**src/hw/rtl/kpi_pkg.sv**
```systemverilog
// Shared types, codes and defaults of the keyframe path interpolator.
package kpi_pkg;

	localparam int MAX_KEYS_DEF  = 16;
	localparam int FRAC_BITS_DEF = 16;
	localparam int NUM_COMP      = 6;

	localparam logic OP_LOAD = 1'b0;
	localparam logic OP_TICK = 1'b1;

	localparam logic [1:0] CFG_START_DELAY = 2'd0;
	localparam logic [1:0] CFG_KEY_COUNT   = 2'd1;

	typedef struct packed {
		logic               opcode;
		logic [3:0]         key_slot;
		logic [31:0]        key_time;
		logic signed [31:0] key_pos_x;
		logic signed [31:0] key_pos_y;
		logic signed [31:0] key_pos_z;
		logic signed [31:0] key_tgt_x;
		logic signed [31:0] key_tgt_y;
		logic signed [31:0] key_tgt_z;
		logic [31:0]        now_ms;
	} in_item_t;

	typedef struct packed {
		logic signed [31:0] cam_x;
		logic signed [31:0] cam_y;
		logic signed [31:0] cam_z;
		logic signed [31:0] look_x;
		logic signed [31:0] look_y;
		logic signed [31:0] look_z;
		logic               finished;
	} out_item_t;

	typedef logic [NUM_COMP-1:0][31:0] pts_t;

	typedef struct packed {
		logic load_wr;
		logic tick;
		logic rd_last;
		logic rd_idx;
		logic rd_next;
		logic cap_cur;
		logic advance;
		logic div_init;
		logic div_step;
		logic mul;
		logic sub;
		logic emit_last;
		logic emit;
	} cmd_t;

	typedef struct packed {
		logic tick_go;
		logic last_end;
		logic adv;
		logic div_done;
		logic comp_last;
		logic out_free;
	} sts_t;

endpackage

```
**src/hw/rtl/kpi_ctrl.sv**
```systemverilog
// Sequencer of the keyframe path interpolator.
module kpi_ctrl (
	input  logic                  clk,
	input  logic                  arst_n,
	input  logic                  in_valid,
	input  logic                  opcode,
	output logic                  in_ready,
	input  kpi_pkg::sts_t         sts,
	output kpi_pkg::cmd_t         cmd
);

	typedef enum logic [3:0] {
		ST_IDLE, ST_RD_LAST, ST_CHK_LAST, ST_CUR, ST_CHK, ST_NXT,
		ST_DIV_INIT, ST_DIV_RUN, ST_MUL, ST_SUB, ST_EMIT
	} state_t;

	state_t state_q, state_d;

	assign in_ready = (state_q == ST_IDLE);

	always_comb begin
		cmd     = '0;
		state_d = state_q;
		unique case (state_q)
			ST_IDLE: begin
				if (in_valid) begin
					if (opcode == kpi_pkg::OP_LOAD) begin
						cmd.load_wr = 1'b1;
					end else begin
						cmd.tick = 1'b1;
						if (sts.tick_go) state_d = ST_RD_LAST;
					end
				end
			end
			ST_RD_LAST: begin
				cmd.rd_last = 1'b1;
				state_d     = ST_CHK_LAST;
			end
			ST_CHK_LAST: begin
				if (sts.last_end) begin
					if (sts.out_free) begin
						cmd.emit_last = 1'b1;
						state_d       = ST_IDLE;
					end
				end else begin
					cmd.rd_idx = 1'b1;
					state_d    = ST_CUR;
				end
			end
			ST_CUR: begin
				cmd.cap_cur = 1'b1;
				state_d     = ST_CHK;
			end
			ST_CHK: begin
				if (sts.adv) begin
					cmd.rd_next = 1'b1;
					state_d     = ST_NXT;
				end else begin
					state_d = ST_DIV_INIT;
				end
			end
			ST_NXT: begin
				cmd.advance = 1'b1;
				state_d     = ST_CHK;
			end
			ST_DIV_INIT: begin
				cmd.div_init = 1'b1;
				state_d      = ST_DIV_RUN;
			end
			ST_DIV_RUN: begin
				if (sts.div_done) begin
					state_d = ST_MUL;
				end else begin
					cmd.div_step = 1'b1;
				end
			end
			ST_MUL: begin
				cmd.mul = 1'b1;
				state_d = ST_SUB;
			end
			ST_SUB: begin
				cmd.sub = 1'b1;
				state_d = sts.comp_last ? ST_EMIT : ST_MUL;
			end
			ST_EMIT: begin
				if (sts.out_free) begin
					cmd.emit = 1'b1;
					state_d  = ST_IDLE;
				end
			end
			default: state_d = ST_IDLE;
		endcase
	end

	always_ff @(posedge clk or negedge arst_n) begin
		if (!arst_n) begin
			state_q <= ST_IDLE;
		end else begin
			state_q <= state_d;
		end
	end

endmodule

```
**config.mk**
```make
export PLATFORM = sky130hd
export DESIGN_NAME = kpi_ctrl
export DESIGN_NICKNAME = d
export VERILOG_FILES = /design/src/hw/rtl/kpi_pkg.sv /design/src/hw/rtl/kpi_ctrl.sv
export SDC_FILE = /design/constraint.sdc
export NUM_CORES = 1
export LEC_CHECK = 0
export ABC_AREA = 1
export BUFFER_PORTS_ARGS = -buffer_cell sky130_fd_sc_hd__buf_4
export CORE_MARGIN = 3
export CORE_UTILIZATION = 25
export DETAILED_ROUTE_END_ITERATION = 8
export GPL_TIMING_DRIVEN = 0
export PLACE_DENSITY = 0.56
export SYNTH_ARGS = -nofsm -noshare
export SYNTH_HDL_FRONTEND = slang
export SYNTH_SLANG_ARGS = --single-unit
```
**constraint.sdc**
```tcl
create_clock -name clk -period 1.05 [get_ports clk]
set_input_delay 0.0525 -clock clk [delete_from_list [all_inputs] [get_ports clk]]
set_output_delay 0.0525 -clock clk [all_outputs]
set_load 0.1 [all_outputs]
```
# Yosys cells after proc, flatten, opt, wreduce, memory -nomap -nowiden
# Cells that the tools add are included.
# classes
eq_ne	14
mux	29
reduce_logical	3
# op_table
operator	n
$pmux 4 s10	1
$mux 4	6
$mux 1	18
$eq 4x3->1 const B	4
$eq 4x4->1 const B	3
$eq 4x2->1 const B	2
$mux 2	4
$ne 2x2->1 const B	3
$eq 4x1->1 const B	1
$logic_not 4->1	1
$reduce_and 4->1	1
$ne 2x1->1 const B	1
$reduce_or 2->1	1
# word_totals
reg_bits	4
input_bits	10
output_inout_bits	14

# Longest topological paths before layout
# Gate-level depths: netlist of the first run.
# logic_depth
depth_word	4
depth_mapped	8
ltp_nobuf	8

# Worst setup path after synthesis of the first run
# Ideal clock, no wire load.
# synth_timing
path_kind	register -> output
startpoint	reg state_q[2]
endpoint	out cmd[1] in the netlist's numbering
t_arrival_ns	2.738
required_ns	0.998
slack_ns	-1.740
path_stages_with_launch	4
path_cell_list	dfrtp_1 nor2_2 nand2_1 nor3_1
# synth_lines
item	line	source
start, declared	kpi_ctrl.sv:17	state_t state_q, state_d;
start signal, assigned	kpi_ctrl.sv:99	state_q <= state_d;
end, declared	kpi_ctrl.sv:9	output kpi_pkg::cmd_t cmd

==> run metrics, run 1 <==
status=complete, but fails checks; failing checks=negative setup slack; largest net degree at the start of global routing=7; reg2reg path depth=7; CTS clk-pin slew, worst paths=50 ps; Synth warnings=0; Clk pwr share=0.059; Period Utilization, post-route=1.42; routing usage on met3=0.0352; Crit path arrival time=between 1000 and 1500 ps; power per standard cell area=around 3400 nW/um2; remaining antenna violation count after routing=0; Initial Utilization=0.289; sequential power share=0.095; DR pass1 iterations=2; Setup CP Type=reg -> out; Rows=13; FILL cells=between 80 and 90; clock buffer depth=2; Die Height=46.5 um; Final Core Density=0.828; Biggest register=state_q; Crit Path Max Fanout=5; r2r endpoint=state_q[0]; # port buffers=23; RSZ-0062 raised after global routing=true; post-synthesis sequential area ratio=0.245; Detail Placement HPWL=~1100 um; Die Area=~2200 um2; core area=between 1000 and 1500 um2; syn avg cell area=about 5.8 um2; worst vdd ir=between 1500 and 2000 uV; final hold vios=0; R2R Setup Slk=-230 ps; combinational share of power=0.846; Total GRT Usage=0.181; post-synthesis register bit count=4; f_max=0.671 GHz; Slew headroom=0.838; first-pass GRT wire length=2720 um; startpoint types=register; Final Max Slew Viols=0; P_leak=~0.00053 uW; IO Count=24; CP required=1000 ps; Tmin final=about 1500 ps; antenna cells=0; # Max-Cap Violations=0; vias in the first global route=between 600 and 700; sequential cell area=between 100 and 150 um2; Clock Sinks=4; area share of the largest cell type after synthesis=0.245; initial antenna violation count=0; crit end category=primary output; # nets final=130; Detailed Route Iter0 Violations=3; Cell variety after synth=16; final worst slack=-441 ps; CTS H-tree depth=1; Worst Tran Pin Value=between 200 and 250 ps; clock root cell=clkbuf_4; RR Startpoint=state_q[2]; synth top area cells=dfrtp_1, nor2_1, inv_1; total gr overflow=0; Largest register FFs=4; wire per inst=13.6 um; via count=approximately 630; Multi-input gate area=roughly 390 um2; drt drc=0; global routing usage on met2=0.338; vias per cell=between 4 and 5; top flop regs=state_q x4; Setup Skew=2.67 ps; global route hottest layer=met2; post-synthesis instance area=a little over 400 um2; Syn Nets=81; switching share of power=0.567; CTS Buf Count=3; Setup TNS Final=-5610 ps; global placer's final weighted congestion=0.733; TritonCTS clock tree=yes; share of cells above drive strength 1=0.731; setup violators final=18; P_sw=about 2300 uW; Syn-to-layout area delta=186%; Mapped Cells=between 70 and 80; die width=roughly 46 um; post-synth top area cell=dfrtp_1; total wire length=roughly 1800 um; P_int=~1700 uW; GRT met1 Usage=0.197; HP Class=in -> async; Clock Latency Late Sink=approximately 250 ps
-- power by group through the flow --
| stage | combinational, uW | sequential, uW | clock, uW |
|---|---|---|---|
| 2_1_floorplan | 1810 | 353 | 0 |
| 3_3_place_gp | 2160 | 375 | 0 |
| 3_5_place_dp | 2170 | 375 | 0 |
| 4_1_cts | 2950 | 349 | 226 |
| 5_1_grt | 3540 | 391 | 250 |
| 6_report | 3390 | 382 | 235 |
-- through the flow --
stage	setup WS (ps)	instances	hold WS [ps]	total power (uW)	area [um2]
2_1_floorplan	-663	71	-243	2170	538
3_3_place_gp	-358	109	-149	2530	729
3_5_place_dp	-370	109	-148	2540	729
4_1_cts	-447	124	139	3520	1040
5_1_grt	-509	134	148	4180	1170
6_report	-441	134	132	4010	1170
-- synthesized netlist by cell type --
| library cell | n |
|---|---|
| nand2_4 | 2 |
| inv_2 | 3 |
| a21oi_1 | 3 |
| nor2_2 | 2 |
| nand3_1 | 4 |
| clkinv_1 | 1 |
| nand2_2 | 2 |
| nand3_2 | 1 |
| nor2_1 | 16 |
| o211ai_1 | 1 |
| nor3_1 | 3 |
| dfrtp_1 | 4 |
| nand2_1 | 12 |
| o21ai_0 | 2 |
| nor2_4 | 1 |
| inv_1 | 14 |
-- worst max-delay path by stage --
stage                     from      end  cells past startpoint
floorplan           state_q[2]  cmd[12]                      5
global placement    state_q[2]   cmd[0]                      4
detailed placement  state_q[2]   cmd[0]                      4
CTS                 state_q[2]  cmd[12]                      6
global route        state_q[2]  cmd[11]                      5
finish              state_q[2]  cmd[11]                      5
-- cell type report --
cell class | count | area share
sequential | 4 | 0.0887
inverter | 18 | 0.0876
clock buffer | 4 | 0.0224
tap | 15 | 0.0160
multi-input combinational | 49 | 0.329
timing repair buffer | 44 | 0.456
-- what timing repair did --
| action | 4_1_cts | 5_1_grt |
|---|---|---|
| buffers inserted | 10 | 11 |
| gates resized for setup | 45 | 20 |
| endpoints found under the hold margin | 4 | 0 |
| endpoints found under the setup margin | 17 | 18 |
| pin swaps | 8 | 9 |
| hold buffers | 1 | 0 |
-- cells in the final DEF, fill, tap and decap left out, drive strengths merged --
| cell type | count |
|---|---|
| o21ai | 2 |
| nand3 | 5 |
| clkbuf | 4 |
| inv | 11 |
| dlygate4sd3 | 1 |
| clkinv | 1 |
| nor2 | 19 |
| buf | 43 |
| dfrtp | 4 |
| clkinvlp | 6 |
| o211ai | 1 |
| nand2 | 16 |
| nor3 | 3 |
| a21oi | 3 |
-- cells by family after synthesis --
logic type / Yosys count / synth area share
buf+inv: 18 / 0.165
flops: 4 / 0.245
simple gates: 43 / 0.511
compound gates: 6 / 0.0795
-- worst max-delay path, cell delays in order (launching register included) --
cell     delay (ps)
dfrtp_2         450
nor2_4          190
nand3_4         110
buf_4           160
nor2_4          100
buf_12          180
-- metal layers --
layer	part of all wire	up-vias
met5	0	-
met4	0.013	0
met3	0.043	4
met2	0.55	22
met1	0.39	290
li1	-	311
Note: power is estimated with default switching activity, not from simulation.
==> run 2, diff against run 1 <==
Settings changed: BUFFER_PORTS_ARGS -buffer_cell sky130_fd_sc_hd__buf_4 to default, CTS_BUF_LIST from default to sky130_fd_sc_hd__clkbuf_16, DONT_BUFFER_PORTS from default to 1, PLACE_DENSITY 0.56 to 0.41.
Clock period 1.05 ns to 1.6 ns, I/O delays scaled along.
==> run 2 against run 1 <==
The run still ends with negative setup slack left; worst setup slack improved by 110 ps; clock skew decreased by 2.0 ps; non-clock buffer count decreased by 27; sequential share of layout area increased by 3.0 points; critical path depth unchanged; sequential cell count unchanged; routed wire length decreased by 28%; final cell count decreased by 21%; die area unchanged; first-iteration DRC count increased by 33%; via count decreased by 19%; clock-buffer cell count decreased by 1; critical endpoint is now cmd[12].
==> run metrics, run 2 (synthesis gave the netlist of run 1 again) <==
Rows=13 (unchanged); CTS Buf Count=3 (unchanged); top flop regs=state_q x4; die width=46.5 um (unchanged); crit end category=primary output; Post-DP Area=497 um2 (-32%); Final Core Density=0.610 (-0.218); Final Max Slew Viols=0 (unchanged); cell breakdown of the critical path=nor2_4 -> nand3_4 -> clkinvlp_4 -> nand2_2 -> nor2_4; TritonCTS clock tree=yes; cell mode on critical path=nor2_4; CP required=1520 ps (+520 ps); remaining antenna violation count after routing=0 (unchanged); max incr delay on CP=490 ps (+40 ps); Post-Layout Cell Count=106 (-21%); Detailed Route Iter0 Violations=4 (+1); drt drc=0 (unchanged); HP Class=in -> reg; hold wc startpoint=sts[2]; wire per inst=12.4 um (-8.8%); setup violators final=11 (-7); core area=1420 um2 (unchanged); f_max=0.517 GHz; clock root cell=clkbuf_16; most frequent cells in the layout=nor2_1, buf_4, nor2_4, inv_1; clock buffer depth=2 (unchanged); Setup CP Type=reg -> out; final hold vios=0 (unchanged); Slew headroom=0.336 (-0.502); Tmin final=1930 ps; setup slack at placement=-435 ps (-65.3 ps); Largest register FFs=4 (unchanged); Clock Sinks=4 (unchanged); Crit path arrival time=1850 ps (+410 ps); RSZ-0062 raised after global routing=true; antenna cells=0 (unchanged); vias per cell=4.82 (+3.0%); FILL cells=127 (+46%); total gr overflow=0 (unchanged); Syn-to-layout area delta=111%; vias in the first global route=443 (-29%); status=complete, but fails checks; Worst Setup SP=state_q[2]; startpoint types=register; failing checks=negative setup slack; global placer's final weighted congestion=0.706 (-3.7%); largest net degree at the start of global routing=7 (unchanged); # Max-Cap Violations=0 (unchanged); Die Height=46.5 um (unchanged); Detail Placement HPWL=889 um (-16%); Worst Tran Pin Value=992 ps (+750 ps); Initial Utilization=0.289 (unchanged); Total GRT Usage=0.132 (-0.0498); final worst slack=-334 ps (+107 ps); CTS H-tree depth=1 (unchanged); Crit Path Max Fanout=3 (-2); placed insts=86 (-21%); Buffers & Inverters on Critical Path=1 (-1); initial antenna violation count=0 (unchanged); critical path's slowest cell=nor2_4; share of cells above drive strength 1=0.626 (-0.105); critical path's top delay family=simple AND/OR/NAND/NOR gates; Biggest register=state_q; # port buffers=0 (-100%); DR pass1 iterations=4 (+2); RR Startpoint=state_q[0]; CTS clk-pin slew, worst paths=30 ps (-20 ps); Final Instance Area=863 um2 (-26%); first-pass GRT wire length=1900 um (-30%); via count=511 (-19%); total wire length=1320 um (-28%); IO Count=24 (unchanged); # nets final=103 (-21%); Clock Latency Late Sink=220 ps (-30 ps); Die Area=2160 um2 (unchanged); Setup Skew=0.638 ps (-2.04 ps); Period Utilization, post-route=1.21
## run 2: per-layer routing
layer / up-vias / global-route usage / part of all wire
met5: - / 0 / 0
li1: 257 / - / -
met4: 0 / 0.0511 / 0.011
met2: 16 / 0.223 / 0.51
met1: 235 / 0.148 / 0.41
met3: 3 / 0.0469 / 0.062
## run 2: layout make-up
| class | count | area, um2 | area share |
|---|---|---|---|
| inverter | 18 | 101 | 0.117 |
| sequential | 4 | 103 | 0.119 |
| multi-input combinational | 49 | 400 | 0.464 |
| tap | 15 | 18.8 | 0.0217 |
| clock buffer | 3 | 75.1 | 0.0870 |
| timing repair buffer | 17 | 165 | 0.191 |
## run 2: path summary, 6_finish.rpt
check | end | slack [ps] | cells after the start
min reg2reg | state_q[3] | 690 | 3
min in group asynchronous | state_q[3] | 130 | 1
max in group asynchronous | state_q[2] | 1280 | 1
max reg2reg | state_q[0] | -90 | 9
min | state_q[0] | 80 | 3
max | cmd[12] | -330 | 5
## run 2: repair_timing
item | 4_1_cts | 5_1_grt
gates cloned | 0 | 0
hold buffers | 1 | 0
endpoints found under the hold margin | 4 | 0
endpoints found under the setup margin | 13 | 13
setup buffers | 10 | 6
gates resized for setup | 23 | 16
pin swaps | 8 | 7
## run 2: worst min-delay path, cell delays in order
cell     delay [ps]
inv_1            40
nand2_4          90
nand2_1          50
## run 2: stage by stage
stage	hold WS (ps)	TNS (ps)
2_1_floorplan	-216	-829
3_3_place_gp	-215	-1410
3_5_place_dp	-215	-741
4_1_cts	89.8	-1150
5_1_grt	107	-2220
6_report	82.8	-1600
Power of run 2 is not shown: default switching activity piles up to over one toggle a cycle in this logic, so the estimate is an artifact.
